[src/sv/vcq12_pkg.sv]
`timescale 1ns / 1ps
// ----------------------------------------------------------------------------
// vcq12_pkg: shared types, constants and helpers for the Q12 vector cosine
// Transaction structs, controller states and the fixed widths of the datapath.
// ----------------------------------------------------------------------------
package vcq12_pkg;

    localparam int VEC_W      = 32;   // component and accumulator width
    localparam int LEN_W      = 6;    // bit length 1..32
    localparam int COMP_W     = 16;   // rescaled component width
    localparam int ROOT_W     = 16;   // square root width
    localparam int COS_W      = 14;   // Q12 cosine width
    localparam int TARGET_LEN = 14;   // rescaled bit length
    localparam int BAL_TOTAL  = 24;   // combined bit length of squared pair
    localparam int Q_SHIFT    = 12;   // Q12 fraction bits
    localparam int COS_ONE    = 4096; // 1.0 in Q12

    typedef struct packed {
        logic signed [VEC_W-1:0] first_x;
        logic signed [VEC_W-1:0] first_y;
        logic signed [VEC_W-1:0] first_z;
        logic signed [VEC_W-1:0] second_x;
        logic signed [VEC_W-1:0] second_y;
        logic signed [VEC_W-1:0] second_z;
    } vcq12_operand_t;

    typedef struct packed {
        logic signed [COS_W-1:0] cosine;
        logic                    zero_divisor;
    } vcq12_result_t;

    typedef enum logic [3:0] {
        ST_IDLE,
        ST_SCAN1,
        ST_MUL,
        ST_SCAN2_GO,
        ST_SCAN2,
        ST_BAL,
        ST_SUM,
        ST_NPROD,
        ST_ROOT_GO,
        ST_SQRT,
        ST_DIV,
        ST_DONE
    } vcq12_state_t;

    // Two's complement magnitude; the most negative value maps to itself
    function automatic logic [VEC_W-1:0] mag32(input logic [VEC_W-1:0] v);
        return v[VEC_W-1] ? (VEC_W'(0) - v) : v;
    endfunction

endpackage

[src/sv/vcq12_bitlen.sv]
`timescale 1ns / 1ps
// ----------------------------------------------------------------------------
// vcq12_bitlen: two-lane serial bit length scanner
// Shifts each word left one bit per cycle until its top bit is set; the
// length counts down from 32 and never drops below 1.
// ----------------------------------------------------------------------------
module vcq12_bitlen (
    input  logic                            clk,
    input  logic                            rst_n,
    input  logic                            start,
    input  logic [vcq12_pkg::VEC_W-1:0]     word_a,
    input  logic [vcq12_pkg::VEC_W-1:0]     word_b,
    output logic                            done,
    output logic [vcq12_pkg::LEN_W-1:0]     len_a,
    output logic [vcq12_pkg::LEN_W-1:0]     len_b
);

    logic                            run_reg;
    logic [vcq12_pkg::VEC_W-1:0]     wa_reg;
    logic [vcq12_pkg::VEC_W-1:0]     wb_reg;
    logic [vcq12_pkg::LEN_W-1:0]     la_reg;
    logic [vcq12_pkg::LEN_W-1:0]     lb_reg;
    logic                            step_a;
    logic                            step_b;

    // Step while the top bit is clear and the length can still shrink
    assign step_a = !wa_reg[vcq12_pkg::VEC_W-1] && (la_reg > vcq12_pkg::LEN_W'(1));
    assign step_b = !wb_reg[vcq12_pkg::VEC_W-1] && (lb_reg > vcq12_pkg::LEN_W'(1));
    assign done   = run_reg && !step_a && !step_b;
    assign len_a  = la_reg;
    assign len_b  = lb_reg;

    // Hold the scan flag
    always_ff @(posedge clk or negedge rst_n)
    begin
        if (!rst_n)
        begin
            run_reg <= 1'b0;
        end
        else if (start)
        begin
            run_reg <= 1'b1;
        end
        else if (done)
        begin
            run_reg <= 1'b0;
        end
    end

    // Advance both lanes
    always_ff @(posedge clk)
    begin
        if (start)
        begin
            wa_reg <= word_a;
            wb_reg <= word_b;
            la_reg <= vcq12_pkg::LEN_W'(vcq12_pkg::VEC_W);
            lb_reg <= vcq12_pkg::LEN_W'(vcq12_pkg::VEC_W);
        end
        else if (run_reg)
        begin
            if (step_a)
            begin
                wa_reg <= wa_reg << 1;
                la_reg <= la_reg - vcq12_pkg::LEN_W'(1);
            end
            if (step_b)
            begin
                wb_reg <= wb_reg << 1;
                lb_reg <= lb_reg - vcq12_pkg::LEN_W'(1);
            end
        end
    end

endmodule

[src/sv/vcq12_isqrt.sv]
`timescale 1ns / 1ps
// ----------------------------------------------------------------------------
// vcq12_isqrt: serial floor square root of a 32-bit word
// Restoring method, two radicand bits per cycle.
// ----------------------------------------------------------------------------
module vcq12_isqrt (
    input  logic                            clk,
    input  logic                            rst_n,
    input  logic                            start,
    input  logic [vcq12_pkg::VEC_W-1:0]     num,
    output logic                            done,
    output logic [vcq12_pkg::ROOT_W-1:0]    root
);

    localparam int CNT_W = $clog2(vcq12_pkg::VEC_W / 2);

    logic                            run_reg;
    logic                            fin_reg;
    logic [vcq12_pkg::VEC_W-1:0]     num_reg;
    logic [vcq12_pkg::VEC_W-1:0]     res_reg;
    logic [vcq12_pkg::VEC_W-1:0]     bit_reg;
    logic [CNT_W-1:0]                cnt_reg;
    logic [vcq12_pkg::VEC_W-1:0]     trial;
    logic                            take;

    assign trial = res_reg + bit_reg;
    assign take  = num_reg >= trial;
    assign done  = fin_reg;
    assign root  = res_reg[vcq12_pkg::ROOT_W-1:0];

    // Run for one pass of all digit pairs, then pulse done
    always_ff @(posedge clk or negedge rst_n)
    begin
        if (!rst_n)
        begin
            run_reg <= 1'b0;
            fin_reg <= 1'b0;
        end
        else
        begin
            fin_reg <= 1'b0;
            if (start)
            begin
                run_reg <= 1'b1;
            end
            else if (run_reg && (cnt_reg == {CNT_W{1'b1}}))
            begin
                run_reg <= 1'b0;
                fin_reg <= 1'b1;
            end
        end
    end

    // Develop one root bit per cycle
    always_ff @(posedge clk)
    begin
        if (start)
        begin
            num_reg <= num;
            res_reg <= '0;
            bit_reg <= vcq12_pkg::VEC_W'(1) << (vcq12_pkg::VEC_W - 2);
            cnt_reg <= '0;
        end
        else if (run_reg)
        begin
            if (take)
            begin
                num_reg <= num_reg - trial;
                res_reg <= (res_reg >> 1) + bit_reg;
            end
            else
            begin
                res_reg <= res_reg >> 1;
            end
            bit_reg <= bit_reg >> 2;
            cnt_reg <= cnt_reg + CNT_W'(1);
        end
    end

endmodule

[src/sv/vcq12_div.sv]
`timescale 1ns / 1ps
// ----------------------------------------------------------------------------
// vcq12_div: serial signed divide by the root, with Q12 clamp
// Restoring division of the dividend magnitude, one quotient bit per cycle;
// the quotient truncates toward zero and is clamped to plus or minus 4096.
// ----------------------------------------------------------------------------
module vcq12_div (
    input  logic                            clk,
    input  logic                            rst_n,
    input  logic                            start,
    input  logic [vcq12_pkg::VEC_W-1:0]     dividend,
    input  logic [vcq12_pkg::ROOT_W-1:0]    divisor,
    output logic                            done,
    output logic [vcq12_pkg::COS_W-1:0]     cosine
);

    localparam int CNT_W = $clog2(vcq12_pkg::VEC_W);
    localparam int MAG_W = vcq12_pkg::COS_W - 1;

    logic                            run_reg;
    logic                            fin_reg;
    logic                            neg_reg;
    logic [vcq12_pkg::ROOT_W-1:0]    div_reg;
    logic [vcq12_pkg::ROOT_W-1:0]    rem_reg;
    logic [vcq12_pkg::VEC_W-1:0]     q_reg;
    logic [CNT_W-1:0]                cnt_reg;
    logic [vcq12_pkg::ROOT_W:0]      trial;
    logic [vcq12_pkg::ROOT_W:0]      diff;
    logic                            ge;
    logic [MAG_W-1:0]                mag;

    assign trial = {rem_reg, q_reg[vcq12_pkg::VEC_W-1]};
    assign diff  = trial - {1'b0, div_reg};
    assign ge    = trial >= {1'b0, div_reg};
    assign done  = fin_reg;

    // Clamp the magnitude, then restore the sign
    assign mag    = (q_reg > vcq12_pkg::VEC_W'(vcq12_pkg::COS_ONE))
                  ? MAG_W'(vcq12_pkg::COS_ONE) : q_reg[MAG_W-1:0];
    assign cosine = neg_reg ? (vcq12_pkg::COS_W'(0) - {1'b0, mag}) : {1'b0, mag};

    // Run for all dividend bits, then pulse done
    always_ff @(posedge clk or negedge rst_n)
    begin
        if (!rst_n)
        begin
            run_reg <= 1'b0;
            fin_reg <= 1'b0;
        end
        else
        begin
            fin_reg <= 1'b0;
            if (start)
            begin
                run_reg <= 1'b1;
            end
            else if (run_reg && (cnt_reg == {CNT_W{1'b1}}))
            begin
                run_reg <= 1'b0;
                fin_reg <= 1'b1;
            end
        end
    end

    // Shift the dividend out and the quotient in
    always_ff @(posedge clk)
    begin
        if (start)
        begin
            neg_reg <= dividend[vcq12_pkg::VEC_W-1];
            q_reg   <= vcq12_pkg::mag32(dividend);
            div_reg <= divisor;
            rem_reg <= '0;
            cnt_reg <= '0;
        end
        else if (run_reg)
        begin
            rem_reg <= ge ? diff[vcq12_pkg::ROOT_W-1:0] : trial[vcq12_pkg::ROOT_W-1:0];
            q_reg   <= {q_reg[vcq12_pkg::VEC_W-2:0], ge};
            cnt_reg <= cnt_reg + CNT_W'(1);
        end
    end

endmodule

[src/sv/vector_cosine_q12_core.sv]
`timescale 1ns / 1ps
// ----------------------------------------------------------------------------
// vector_cosine_q12_core: Q12 cosine of the angle between two 3D vectors
// Serial bit-length scans, shared 16x16 multiplier, bit-serial balancing,
// norm product, square root and division.
// ----------------------------------------------------------------------------
// Throughput: one transaction at a time; the next is taken once the result
//   has moved to the output register.
// Reset: asynchronous, active low; clears the controller and output valid.
// ----------------------------------------------------------------------------
module vector_cosine_q12_core (
    input  logic                        clk,
    input  logic                        rst_n,
    input  logic                        operand_valid,
    output logic                        operand_stall,
    input  vcq12_pkg::vcq12_operand_t   operand,
    output logic                        result_valid,
    input  logic                        result_stall,
    output vcq12_pkg::vcq12_result_t    result
);

    localparam int VW  = vcq12_pkg::VEC_W;
    localparam int LW  = vcq12_pkg::LEN_W;
    localparam int CW  = vcq12_pkg::COMP_W;
    localparam int SW  = LW + 1;
    localparam int PCW = $clog2(vcq12_pkg::VEC_W);

    vcq12_pkg::vcq12_state_t    state_reg;
    vcq12_pkg::vcq12_state_t    state_next;

    vcq12_pkg::vcq12_operand_t  op_reg;
    vcq12_pkg::vcq12_result_t   result_reg;
    logic                       result_valid_reg;

    logic signed [CW-1:0]       p_reg [0:2];
    logic signed [CW-1:0]       q_reg [0:2];
    logic [VW-1:0]              sp_reg [0:2];
    logic [VW-1:0]              sq_reg [0:2];
    logic [VW-1:0]              dot_reg [0:2];
    logic [3:0]                 mcnt_reg;
    logic [LW-1:0]              la_reg;
    logic [LW-1:0]              lb_reg;
    logic [LW-1:0]              bal_cnt_reg;
    logic                       bal_left_reg;
    logic [4:0]                 dot_cnt_reg;
    logic                       dot_left_reg;
    logic [VW-1:0]              norm_p_reg;
    logic [VW-1:0]              norm_q_reg;
    logic [VW-1:0]              dsum_reg;
    logic [VW-1:0]              acc_reg;
    logic [PCW-1:0]             pcnt_reg;
    logic signed [vcq12_pkg::COS_W-1:0] cos_res_reg;
    logic                       zd_res_reg;

    logic                       operand_accept;
    logic                       scan_start;
    logic [VW-1:0]              scan_word_a;
    logic [VW-1:0]              scan_word_b;
    logic                       scan_done;
    logic [LW-1:0]              len_a;
    logic [LW-1:0]              len_b;
    logic                       root_start;
    logic                       root_done;
    logic [vcq12_pkg::ROOT_W-1:0] root;
    logic                       div_start;
    logic                       div_done;
    logic [vcq12_pkg::COS_W-1:0] div_cos;
    logic signed [CW-1:0]       mul_a;
    logic signed [CW-1:0]       mul_b;
    logic signed [VW-1:0]       prod;
    logic [SW-1:0]              len_sum;
    logic [SW-1:0]              steps;
    logic [LW-1:0]              bal_init;
    logic                       bal_left_init;
    logic [4:0]                 dot_init;
    logic                       dot_left_init;
    logic                       out_load;

    // Rescale a component to the target bit length
    function automatic logic signed [CW-1:0] rescale(input logic [VW-1:0] v,
                                                     input logic [LW-1:0] len);
        logic [VW-1:0] r;
        begin
            if (len <= LW'(vcq12_pkg::TARGET_LEN))
            begin
                r = v << (LW'(vcq12_pkg::TARGET_LEN) - len);
            end
            else
            begin
                r = $unsigned($signed(v) >>> (len - LW'(vcq12_pkg::TARGET_LEN)));
            end
            return $signed(r[CW-1:0]);
        end
    endfunction

    function automatic logic [VW-1:0] asr1(input logic [VW-1:0] v);
        return {v[VW-1], v[VW-1:1]};
    endfunction

    assign operand_accept = operand_valid && !operand_stall;
    assign operand_stall  = (state_reg != vcq12_pkg::ST_IDLE);
    assign result_valid   = result_valid_reg;
    assign result         = result_reg;
    assign out_load       = (state_reg == vcq12_pkg::ST_DONE)
                         && (!result_valid_reg || !result_stall);

    // Pick scan words: magnitudes on entry, squared vectors later
    always_comb
    begin
        if (state_reg == vcq12_pkg::ST_IDLE)
        begin
            scan_word_a = vcq12_pkg::mag32(operand.first_x)
                        | vcq12_pkg::mag32(operand.first_y)
                        | vcq12_pkg::mag32(operand.first_z);
            scan_word_b = vcq12_pkg::mag32(operand.second_x)
                        | vcq12_pkg::mag32(operand.second_y)
                        | vcq12_pkg::mag32(operand.second_z);
        end
        else
        begin
            scan_word_a = vcq12_pkg::mag32(sp_reg[0]) | vcq12_pkg::mag32(sp_reg[1])
                        | vcq12_pkg::mag32(sp_reg[2]);
            scan_word_b = vcq12_pkg::mag32(sq_reg[0]) | vcq12_pkg::mag32(sq_reg[1])
                        | vcq12_pkg::mag32(sq_reg[2]);
        end
    end

    vcq12_bitlen u_bitlen (
        .clk    (clk),
        .rst_n  (rst_n),
        .start  (scan_start),
        .word_a (scan_word_a),
        .word_b (scan_word_b),
        .done   (scan_done),
        .len_a  (len_a),
        .len_b  (len_b)
    );

    vcq12_isqrt u_isqrt (
        .clk   (clk),
        .rst_n (rst_n),
        .start (root_start),
        .num   (acc_reg),
        .done  (root_done),
        .root  (root)
    );

    vcq12_div u_div (
        .clk      (clk),
        .rst_n    (rst_n),
        .start    (div_start),
        .dividend (dsum_reg),
        .divisor  (root),
        .done     (div_done),
        .cosine   (div_cos)
    );

    // Select multiplier operands: squares of each vector, then the dot terms
    always_comb
    begin
        case (mcnt_reg)
            4'd0:    begin mul_a = p_reg[0]; mul_b = p_reg[0]; end
            4'd1:    begin mul_a = p_reg[1]; mul_b = p_reg[1]; end
            4'd2:    begin mul_a = p_reg[2]; mul_b = p_reg[2]; end
            4'd3:    begin mul_a = q_reg[0]; mul_b = q_reg[0]; end
            4'd4:    begin mul_a = q_reg[1]; mul_b = q_reg[1]; end
            4'd5:    begin mul_a = q_reg[2]; mul_b = q_reg[2]; end
            4'd6:    begin mul_a = p_reg[0]; mul_b = q_reg[0]; end
            4'd7:    begin mul_a = p_reg[1]; mul_b = q_reg[1]; end
            4'd8:    begin mul_a = p_reg[2]; mul_b = q_reg[2]; end
            default: begin mul_a = '0;       mul_b = '0;       end
        endcase
    end

    // Sign-extend before multiplying so the full product is kept
    assign prod = VW'(mul_a) * VW'(mul_b);

    // Work out balancing and dot shift counts from the squared bit lengths
    always_comb
    begin
        len_sum       = SW'(len_a) + SW'(len_b);
        steps         = '0;
        bal_init      = '0;
        bal_left_init = 1'b1;
        dot_init      = 5'(vcq12_pkg::Q_SHIFT);
        dot_left_init = 1'b1;
        if (len_sum < SW'(vcq12_pkg::BAL_TOTAL))
        begin
            bal_init = LW'((SW'(vcq12_pkg::BAL_TOTAL + 1) - len_sum) >> 1);
            dot_init = 5'(bal_init) + 5'(vcq12_pkg::Q_SHIFT);
        end
        else if (len_sum > SW'(vcq12_pkg::BAL_TOTAL))
        begin
            steps         = (len_sum - SW'(vcq12_pkg::BAL_TOTAL - 1)) & ~SW'(1);
            bal_init      = LW'(steps);
            bal_left_init = 1'b0;
            if ((steps >> 1) <= SW'(vcq12_pkg::Q_SHIFT))
            begin
                dot_init = 5'(SW'(vcq12_pkg::Q_SHIFT) - (steps >> 1));
            end
            else
            begin
                dot_init      = 5'((steps >> 1) - SW'(vcq12_pkg::Q_SHIFT));
                dot_left_init = 1'b0;
            end
        end
    end

    // Hold the controller state
    always_ff @(posedge clk or negedge rst_n)
    begin
        if (!rst_n)
        begin
            state_reg <= vcq12_pkg::ST_IDLE;
        end
        else
        begin
            state_reg <= state_next;
        end
    end

    // Next state and unit strobes
    always_comb
    begin
        state_next = state_reg;
        scan_start = 1'b0;
        root_start = 1'b0;
        div_start  = 1'b0;
        case (state_reg)
            vcq12_pkg::ST_IDLE:
            begin
                if (operand_accept)
                begin
                    scan_start = 1'b1;
                    state_next = vcq12_pkg::ST_SCAN1;
                end
            end
            vcq12_pkg::ST_SCAN1:
            begin
                if (scan_done)
                begin
                    state_next = vcq12_pkg::ST_MUL;
                end
            end
            vcq12_pkg::ST_MUL:
            begin
                if (mcnt_reg == 4'd8)
                begin
                    state_next = vcq12_pkg::ST_SCAN2_GO;
                end
            end
            vcq12_pkg::ST_SCAN2_GO:
            begin
                scan_start = 1'b1;
                state_next = vcq12_pkg::ST_SCAN2;
            end
            vcq12_pkg::ST_SCAN2:
            begin
                if (scan_done)
                begin
                    state_next = vcq12_pkg::ST_BAL;
                end
            end
            vcq12_pkg::ST_BAL:
            begin
                if ((bal_cnt_reg == '0) && (dot_cnt_reg == '0))
                begin
                    state_next = vcq12_pkg::ST_SUM;
                end
            end
            vcq12_pkg::ST_SUM:
            begin
                state_next = vcq12_pkg::ST_NPROD;
            end
            vcq12_pkg::ST_NPROD:
            begin
                if (pcnt_reg == {PCW{1'b1}})
                begin
                    state_next = vcq12_pkg::ST_ROOT_GO;
                end
            end
            vcq12_pkg::ST_ROOT_GO:
            begin
                root_start = 1'b1;
                state_next = vcq12_pkg::ST_SQRT;
            end
            vcq12_pkg::ST_SQRT:
            begin
                if (root_done)
                begin
                    if (root == '0)
                    begin
                        state_next = vcq12_pkg::ST_DONE;
                    end
                    else
                    begin
                        div_start  = 1'b1;
                        state_next = vcq12_pkg::ST_DIV;
                    end
                end
            end
            vcq12_pkg::ST_DIV:
            begin
                if (div_done)
                begin
                    state_next = vcq12_pkg::ST_DONE;
                end
            end
            vcq12_pkg::ST_DONE:
            begin
                if (out_load)
                begin
                    state_next = vcq12_pkg::ST_IDLE;
                end
            end
            default:
            begin
                state_next = vcq12_pkg::ST_IDLE;
            end
        endcase
    end

    // Datapath registers
    always_ff @(posedge clk)
    begin
        case (state_reg)
            vcq12_pkg::ST_IDLE:
            begin
                if (operand_accept)
                begin
                    op_reg <= operand;
                end
            end
            vcq12_pkg::ST_SCAN1:
            begin
                if (scan_done)
                begin
                    p_reg[0] <= rescale(op_reg.first_x, len_a);
                    p_reg[1] <= rescale(op_reg.first_y, len_a);
                    p_reg[2] <= rescale(op_reg.first_z, len_a);
                    q_reg[0] <= rescale(op_reg.second_x, len_b);
                    q_reg[1] <= rescale(op_reg.second_y, len_b);
                    q_reg[2] <= rescale(op_reg.second_z, len_b);
                    mcnt_reg <= '0;
                end
            end
            vcq12_pkg::ST_MUL:
            begin
                case (mcnt_reg)
                    4'd0:    sp_reg[0]  <= prod;
                    4'd1:    sp_reg[1]  <= prod;
                    4'd2:    sp_reg[2]  <= prod;
                    4'd3:    sq_reg[0]  <= prod;
                    4'd4:    sq_reg[1]  <= prod;
                    4'd5:    sq_reg[2]  <= prod;
                    4'd6:    dot_reg[0] <= prod;
                    4'd7:    dot_reg[1] <= prod;
                    4'd8:    dot_reg[2] <= prod;
                    default: ;
                endcase
                mcnt_reg <= mcnt_reg + 4'd1;
            end
            vcq12_pkg::ST_SCAN2:
            begin
                if (scan_done)
                begin
                    la_reg       <= len_a;
                    lb_reg       <= len_b;
                    bal_cnt_reg  <= bal_init;
                    bal_left_reg <= bal_left_init;
                    dot_cnt_reg  <= dot_init;
                    dot_left_reg <= dot_left_init;
                end
            end
            vcq12_pkg::ST_BAL:
            begin
                // Balance the squared pair one bit per cycle
                if (bal_cnt_reg != '0)
                begin
                    if (bal_left_reg)
                    begin
                        for (int i = 0; i < 3; i++)
                        begin
                            sp_reg[i] <= sp_reg[i] << 1;
                            sq_reg[i] <= sq_reg[i] << 1;
                        end
                    end
                    else if (la_reg < lb_reg)
                    begin
                        lb_reg <= lb_reg - LW'(1);
                        for (int i = 0; i < 3; i++)
                        begin
                            sq_reg[i] <= asr1(sq_reg[i]);
                        end
                    end
                    else
                    begin
                        la_reg <= la_reg - LW'(1);
                        for (int i = 0; i < 3; i++)
                        begin
                            sp_reg[i] <= asr1(sp_reg[i]);
                        end
                    end
                    bal_cnt_reg <= bal_cnt_reg - LW'(1);
                end
                // Shift the dot terms alongside
                if (dot_cnt_reg != '0)
                begin
                    for (int i = 0; i < 3; i++)
                    begin
                        dot_reg[i] <= dot_left_reg ? (dot_reg[i] << 1) : asr1(dot_reg[i]);
                    end
                    dot_cnt_reg <= dot_cnt_reg - 5'd1;
                end
            end
            vcq12_pkg::ST_SUM:
            begin
                norm_p_reg <= sp_reg[0] + sp_reg[1] + sp_reg[2];
                norm_q_reg <= sq_reg[0] + sq_reg[1] + sq_reg[2];
                dsum_reg   <= dot_reg[0] + dot_reg[1] + dot_reg[2];
                acc_reg    <= '0;
                pcnt_reg   <= '0;
            end
            vcq12_pkg::ST_NPROD:
            begin
                // Shift-add product of the norms, wrapping at 32 bits
                acc_reg    <= acc_reg + (norm_q_reg[0] ? norm_p_reg : '0);
                norm_p_reg <= norm_p_reg << 1;
                norm_q_reg <= norm_q_reg >> 1;
                pcnt_reg   <= pcnt_reg + PCW'(1);
            end
            vcq12_pkg::ST_SQRT:
            begin
                if (root_done && (root == '0))
                begin
                    cos_res_reg <= '0;
                    zd_res_reg  <= 1'b1;
                end
            end
            vcq12_pkg::ST_DIV:
            begin
                if (div_done)
                begin
                    cos_res_reg <= $signed(div_cos);
                    zd_res_reg  <= 1'b0;
                end
            end
            default: ;
        endcase
    end

    // Output register: load when free, drop once taken
    always_ff @(posedge clk or negedge rst_n)
    begin
        if (!rst_n)
        begin
            result_valid_reg <= 1'b0;
        end
        else if (out_load)
        begin
            result_valid_reg <= 1'b1;
        end
        else if (!result_stall)
        begin
            result_valid_reg <= 1'b0;
        end
    end

    always_ff @(posedge clk)
    begin
        if (out_load)
        begin
            result_reg.cosine       <= cos_res_reg;
            result_reg.zero_divisor <= zd_res_reg;
        end
    end

    // Checks
    a_zero_div_cos: assert property (@(posedge clk) disable iff (!rst_n)
        (result_valid_reg && result_reg.zero_divisor) |-> (result_reg.cosine == '0))
        else $error("zero divisor result with nonzero cosine");

    a_cos_range: assert property (@(posedge clk) disable iff (!rst_n)
        result_valid_reg |-> (($signed(result_reg.cosine) <= $signed(14'sd4096))
                           && ($signed(result_reg.cosine) >= $signed(-14'sd4096))))
        else $error("cosine outside clamp range");

    a_accept_busy: assert property (@(posedge clk) disable iff (!rst_n)
        operand_accept |=> (state_reg != vcq12_pkg::ST_IDLE))
        else $error("controller idle after accepting a transaction");

    a_load_from_done: assert property (@(posedge clk) disable iff (!rst_n)
        $rose(result_valid_reg) |-> ($past(state_reg) == vcq12_pkg::ST_DONE))
        else $error("result raised outside completion");

    a_bal_len: assert property (@(posedge clk) disable iff (!rst_n)
        (state_reg == vcq12_pkg::ST_BAL) |-> ((la_reg != '0) && (lb_reg != '0)))
        else $error("balancing length counter reached zero");

endmodule
[config.mk]
export PLATFORM = sky130hd
export DESIGN_NAME = vector_cosine_q12_core
export DESIGN_NICKNAME = d
export VERILOG_FILES = /design/src/sv/vcq12_pkg.sv /design/src/sv/vcq12_bitlen.sv /design/src/sv/vcq12_isqrt.sv /design/src/sv/vcq12_div.sv /design/src/sv/vector_cosine_q12_core.sv
export SDC_FILE = /design/constraint.sdc
export NUM_CORES = 2
export LEC_CHECK = 0
export BUFFER_PORTS_ARGS = -buffer_cell sky130_fd_sc_hd__buf_2
export CORE_ASPECT_RATIO = 1.75
export CORE_MARGIN = 5
export CORE_UTILIZATION = 45
export CTS_BUF_LIST = sky130_fd_sc_hd__clkbuf_8
export DETAILED_ROUTE_END_ITERATION = 7
export PLACE_DENSITY = 0.64
export SLEW_MARGIN = 20
export SYNTH_ARGS = -nofsm -noshare
export SYNTH_HDL_FRONTEND = slang
export SYNTH_SLANG_ARGS = --single-unit
[constraint.sdc]
create_clock -name clk -period 23.9 [get_ports clk]
set_input_delay 2.39 -clock clk [delete_from_list [all_inputs] [get_ports clk]]
set_output_delay 2.39 -clock clk [all_outputs]
set_load 0.005 [all_outputs]
# Word level (Yosys, flattened, before mapping)
# Memory sizes are Yosys's and may differ from the RTL's.
# Index checks and enable logic that the tools add are counted.
# totals
regBits	624
elab_cells	418
mem_bits_ro	0
output_inout_bits	17
mem_count	5
latchBits	0
input_bits	196
ramBits	384
# op_classes
order_cmp	11
n_reduce_logical	60
n_mux	180
eq_ne	38
add_sub_neg	45
shift	12
n_bitwise	24
n_div	0
mul	1
# memory_table
name	words	word_bits	read_ports	rd_ports_with_merged_regs	wr	line	rtl
dot_reg	3	32	3	0	3	vector_cosine_q12_core.sv:39	logic [VW-1:0] dot_reg [0:2];
sp_reg	3	32	3	0	3	vector_cosine_q12_core.sv:37	logic [VW-1:0] sp_reg [0:2];
sq_reg	3	32	3	0	3	vector_cosine_q12_core.sv:38	logic [VW-1:0] sq_reg [0:2];
p_reg	3	16	3	0	3	vector_cosine_q12_core.sv:35	logic signed [CW-1:0] p_reg [0:2];
q_reg	3	16	3	0	3	vector_cosine_q12_core.sv:36	logic signed [CW-1:0] q_reg [0:2];
# ops
op	n
2-to-1 mux 32 bit	46
subtractor 1 x 32 -> 32 bit, first input constant	13
2-to-1 mux 16 bit	19
bitwise OR 32 bit	8
adder 32 bit	7
one-hot mux 16 bit (6 select lines)	2
one-hot mux 32 bit (2 select lines)	3
left shift 32 x 6 -> 16 bit	6
>>> shifter 32 x 6 -> 16 bit	6
2-to-1 mux 6 bit	12
2-to-1 mux 1 bit	69
one-hot mux 4 bit (12 select lines)	1
2-to-1 mux 14 bit	3
2-to-1 mux 4 bit	10
one-hot mux 6 bit (2 select lines)	3
adder 31 x 31 -> 32 bit	1
adder 32 x 31 -> 32 bit	1
equality test 4 x 3 -> 1 bit, second input constant	8
>= comparator 32 bit	1
> comparator 32 x 13 -> 1 bit, second input constant	1
multiplier 16 x 16 -> 32 bit	1
subtractor 32 bit	1
subtractor 6 x 1 -> 6 bit, second input constant	5
one-hot mux 14 bit (2 select lines)	1
other kinds (48)	143

# Longest topological paths before layout
# logic_depth
ltp_word	8
mapped_depth	34
ltp_nobuf	30

# Hierarchy
# From an unflattened synthesis, not the netlist that was laid out.
# hier_totals
hier_cells	9361
area_unflattened_um2	86869.6
# by_module_without_submodules
module	instances	area_per_inst_um2	cells_per_inst
vector_cosine_q12_core	1	71424.8	7750
vcq12_isqrt	1	7308.3	878
vcq12_div	1	4723.3	513
vcq12_bitlen	1	3413.3	220

# Worst setup path before layout
# No wires, ideal clock.
# synth_path
path_kind	register -> register
start	reg u_bitlen.lb_reg (netlist bit u_bitlen.len_b[0])
end	reg mcnt_reg[0] (enable)
required_ns	23.556
synth_period_minus_slack_ns	12.573
path_slack_ns	11.327
arrival_time_ns	12.229
path_stages_with_launch	13
setup_time_ns	0.344
cell_sequence	dfxtp_1 -> clkbuf_1 -> inv_2 -> buf_1 -> buf_1 -> ha_1 -> o21ai_0 -> nor3_1 -> nor2_1 -> nor2_1 -> nand2_1 -> nor4_1 -> or2_2
# synth_via
elab_chain_len	6
# synth_rtl
element	line	rtl
start, declared	vcq12_bitlen.sv:22	logic [vcq12_pkg::LEN_W-1:0] lb_reg;
start signal, assigned	vcq12_bitlen.sv:58	lb_reg <= vcq12_pkg::LEN_W'(vcq12_pkg::VEC_W);
start signal, assigned	vcq12_bitlen.sv:70	lb_reg <= lb_reg - vcq12_pkg::LEN_W'(1);
> comparator 6 x 1 -> 1 bit	vcq12_bitlen.sv:28	assign step_b = !wb_reg[vcq12_pkg::VEC_W-1] && (lb_reg > vcq12_pkg::LEN_W'(1));
logical AND 1 bit	vcq12_bitlen.sv:28	
logical NOT 1 bit	vcq12_bitlen.sv:29	assign done = run_reg && !step_a && !step_b;
logical AND 1 bit	vcq12_bitlen.sv:29	
!= test 2 bit (no source line)	-	
AND reduction 2 bit (no source line)	-	
end signal, assigned	vector_cosine_q12_core.sv:361	mcnt_reg <= mcnt_reg + 4'd1;
end, declared	vector_cosine_q12_core.sv:40	logic [3:0] mcnt_reg;
# Every way passes these cells.
# A chain may end at the register's enable or synchronous reset.

==> metrics.md <==
| Metric | Value |
|---|---|
| Outcome | `finished, final reports clean` |
| WHS | `0.3628 ns` |
| Vias in the first global route | `74153` |
| Final worst path period need | `9.525 ns` |
| Crit-path max cell delay | `0.78 ns` |
| F_max | `0.1050 GHz` |
| Main synth FF type | `edfxtp_1` |
| IO Pins | `213` |
| Worst setup SP type | `flop` |
| Crit path max fanout | `21` |
| CTS buffer count | `167` |
| Syn_area_per_cell | `9.315 µm²` |
| Die X | `339.3 µm` |
| 1st-pass router iterations | `7` |
| R2R depth | `30` |
| First-pass GRT wire length | `487.8 mm` |
| Area of the die | `198900 µm²` |
| Starting Density | `0.4524` |
| Worst path slowest cell | `nand2_1` |
| Placer Congestion | `1.022` |
| Nets | `10059` |
| Drt drc | `0` |
| WL/cell | `28.37 µm` |
| GRT Resource Usage Total | `0.3262` |
| R2r setup slk | `14.38 ns` |
| Most frequent cell after synthesis | `nand2_1` |
| Mapped Area | `85400 µm²` |
| Worst Setup End Kind | `flop` |
| WS Path Type | `reg2reg` |
| Cell count after synthesis | `9168` |
| Clock Skews | `0.1339 ns` |
| Initial DRC Count | `6215` |
| Top cells by count, synth | `nand2_1, edfxtp_1, nor2_1` |
| Reg-to-Reg Start | `mcnt_reg[0]` |
| Mapped Nets | `10074` |
| Share of layout cells above drive strength 1 | `0.09779` |
| Max cap viols | `0` |
| Yosys cell types | `86` |
| WP data required | `24.46 ns` |
| Gr ovfl total | `0` |
| Largest net degree at the start of global routing | `163` |
| H-tree Lvls | `4` |
| Slew Viols, Final | `0` |
| Initial antenna violation count | `41` |
| DPL Wire Length | `266.8 mm` |
| Top post-synthesis cells by area | `edfxtp_1, fa_1, ha_1` |
| Cell Rows | `211` |
| CTS max path bufs | `4` |
| Postcts setup bufs | `0` |
| Cells resized by post-CTS repair | `0` |
| CTS tree | `yes` |
| Area leader, netlist | `edfxtp_1` |
| Post-DP Area | `89080 µm²` |
| Max_slew headroom | `0.1780` |
| Yosys warns | `0` |
| Clock root buffer | `clkbuf_8` |
| Worst min-delay path endpoint | `result[12]` |
| Max reg flops | `192` |
| Seq/Total Area, Yosys | `0.3439` |
| Share of the synthesized area in the top cell type | `0.3210` |
| DR vias/cell | `6.266` |
| Design Area, Final | `92320 µm²` |
| Hold Path Class | `reg2reg` |
| Clk Latency, worst-skew pair | `0.94 ns` |
| Core area | `188800 µm²` |
| Hold_buf cts | `0` |
| Worst-path clk slew | `0.06 ns` |
| Data arrival, critical path | `10.09 ns` |
| Number of synthesized register bits | `1008` |
| Setup_tns | `0 ns` |
| PortBufs | `212` |
| Crit path from | `mcnt_reg[0]` |
| Async set or reset register ratio after synthesis | `0.009921` |
| HP Start | `cos_res_reg[11]` |
| Die H | `586.3 µm` |
| Hold Fails Final Rpt | `0` |
| # clock sinks | `1008` |
| Tcrit/Tclk final | `0.3985` |
| RSZ-0062 raised after global routing | `no` |
| Hold path depth | `0` |
| Synthesis-to-finish area growth | `8.097%` |
| Total Wirelength | `333.2 mm` |
| Post-synth EDFFs | `913` |
| # setup viols final | `0` |
| FF-to-FF End | `sq_reg[0][52]` |
| Final ANT Viol Nets | `0` |
| Slew @ Worst Pin | `1.223 ns` |
| Via count | `73613` |
## metrics by stage
step	setup slack, ns	util	cells
2_1_floorplan	11.33	-	9168
3_3_place_gp	14.58	0.4718	11432
3_5_place_dp	14.42	0.4719	11432
4_1_cts	14.36	0.4886	11723
5_1_grt	13.93	0.4888	11731
6_report	14.38	0.4891	11748
## cell families (layout without fill, tap and decap cells)
logic type      after synthesis  in the layout  synth area share
simple gates               2674           2674            0.1441
compound gates             2578           2578            0.1879
buf+inv                    1046           1153           0.04602
flops                      1008           1008            0.3439
fa+ha+maj                   710            710            0.1359
xor+xnor                    684            684           0.07015
mux                         468            468           0.07211
other cells                   0             24                 0
## worst max-delay path: cells and delay by family, from the launching register on
| kind | cells | cell delay, ns |
|---|---|---|
| fa+ha+maj | 8 | 3.47 |
| simple gates | 8 | 2.64 |
| compound gates | 7 | 1.65 |
| buf+inv | 6 | 0.54 |
| flops | 1 | 0.45 |
| xor+xnor | 1 | 0.43 |
## how the worst max path moves through the flow
| stage | endpoint | cells past startpoint |
|---|---|---|
| 6_report | sq_reg[0][52] | 30 |
| 5_1_grt | sq_reg[0][52] | 29 |
| 4_1_cts | sq_reg[0][52] | 30 |
| 3_5_place_dp | sq_reg[0][84] | 30 |
| 3_3_place_gp | sq_reg[0][52] | 30 |
| 2_1_floorplan | mcnt_reg[0] | 12 |
## layer usage
metal,vias up,track usage,share of wire
met1,36030,0.3260,0.33
li1,33351,-,-
met3,1120,0.05656,0.061
met2,3094,0.5886,0.50
met5,-,0,0.00039
met4,18,0.2761,0.11
## cell usage in the layout (no fill, tap or decap), types with 34 or more instances in the layout
| cell type | Yosys | final |
|---|---|---|
| nor3_1 | 106 | 103 |
| buf_4 | 1 | 148 |
| nor2b_1 | 101 | 101 |
| nand3_1 | 99 | 99 |
| or4_1 | 76 | 76 |
| o21ai_0 | 646 | 643 |
| or3_1 | 82 | 82 |
| a21oi_1 | 785 | 782 |
| xor2_1 | 309 | 303 |
| mux2i_1 | 298 | 298 |
| dfxtp_1 | 85 | 81 |
| a31oi_1 | 84 | 84 |
| mux2_2 | 58 | 58 |
| and3_1 | 40 | 40 |
| nand2b_1 | 72 | 70 |
| o41ai_1 | 83 | 76 |
| buf_2 | 0 | 212 |
| o21a_1 | 55 | 54 |
| nor2_1 | 796 | 790 |
| mux4_2 | 112 | 112 |
| a21o_1 | 97 | 97 |
| inv_1 | 495 | 534 |
| nand4_1 | 70 | 70 |
| fa_1 | 363 | 363 |
| nand2_1 | 951 | 949 |
| a22oi_1 | 64 | 64 |
| ha_1 | 347 | 343 |
| o21bai_1 | 34 | 34 |
| o31ai_1 | 149 | 149 |
| edfxtp_1 | 913 | 913 |
| xnor2_1 | 375 | 369 |
| clkbuf_8 | 0 | 175 |
| and2_1 | 119 | 116 |
| o22ai_1 | 83 | 83 |
| a211oi_1 | 197 | 196 |
| nor4_1 | 79 | 64 |
| or2_2 | 37 | 37 |
## cell type report
| class | count | area, µm² |
|---|---|---|
| antenna | 24 | 60.06 |
| multi-input combinational | 7114 | 52560 |
| clock buffer | 175 | 2409 |
| inverter | 500 | 1884 |
| sequential | 1008 | 29380 |
| clock inverter | 116 | 745.7 |
| timing repair buffer | 362 | 2207 |
| tap | 2449 | 3064 |
| fill | 17795 | 96450 |
Power is left out: the tool's default activity adds up to more than one toggle a clock period on the data nets, which glitch-free logic cannot reach.
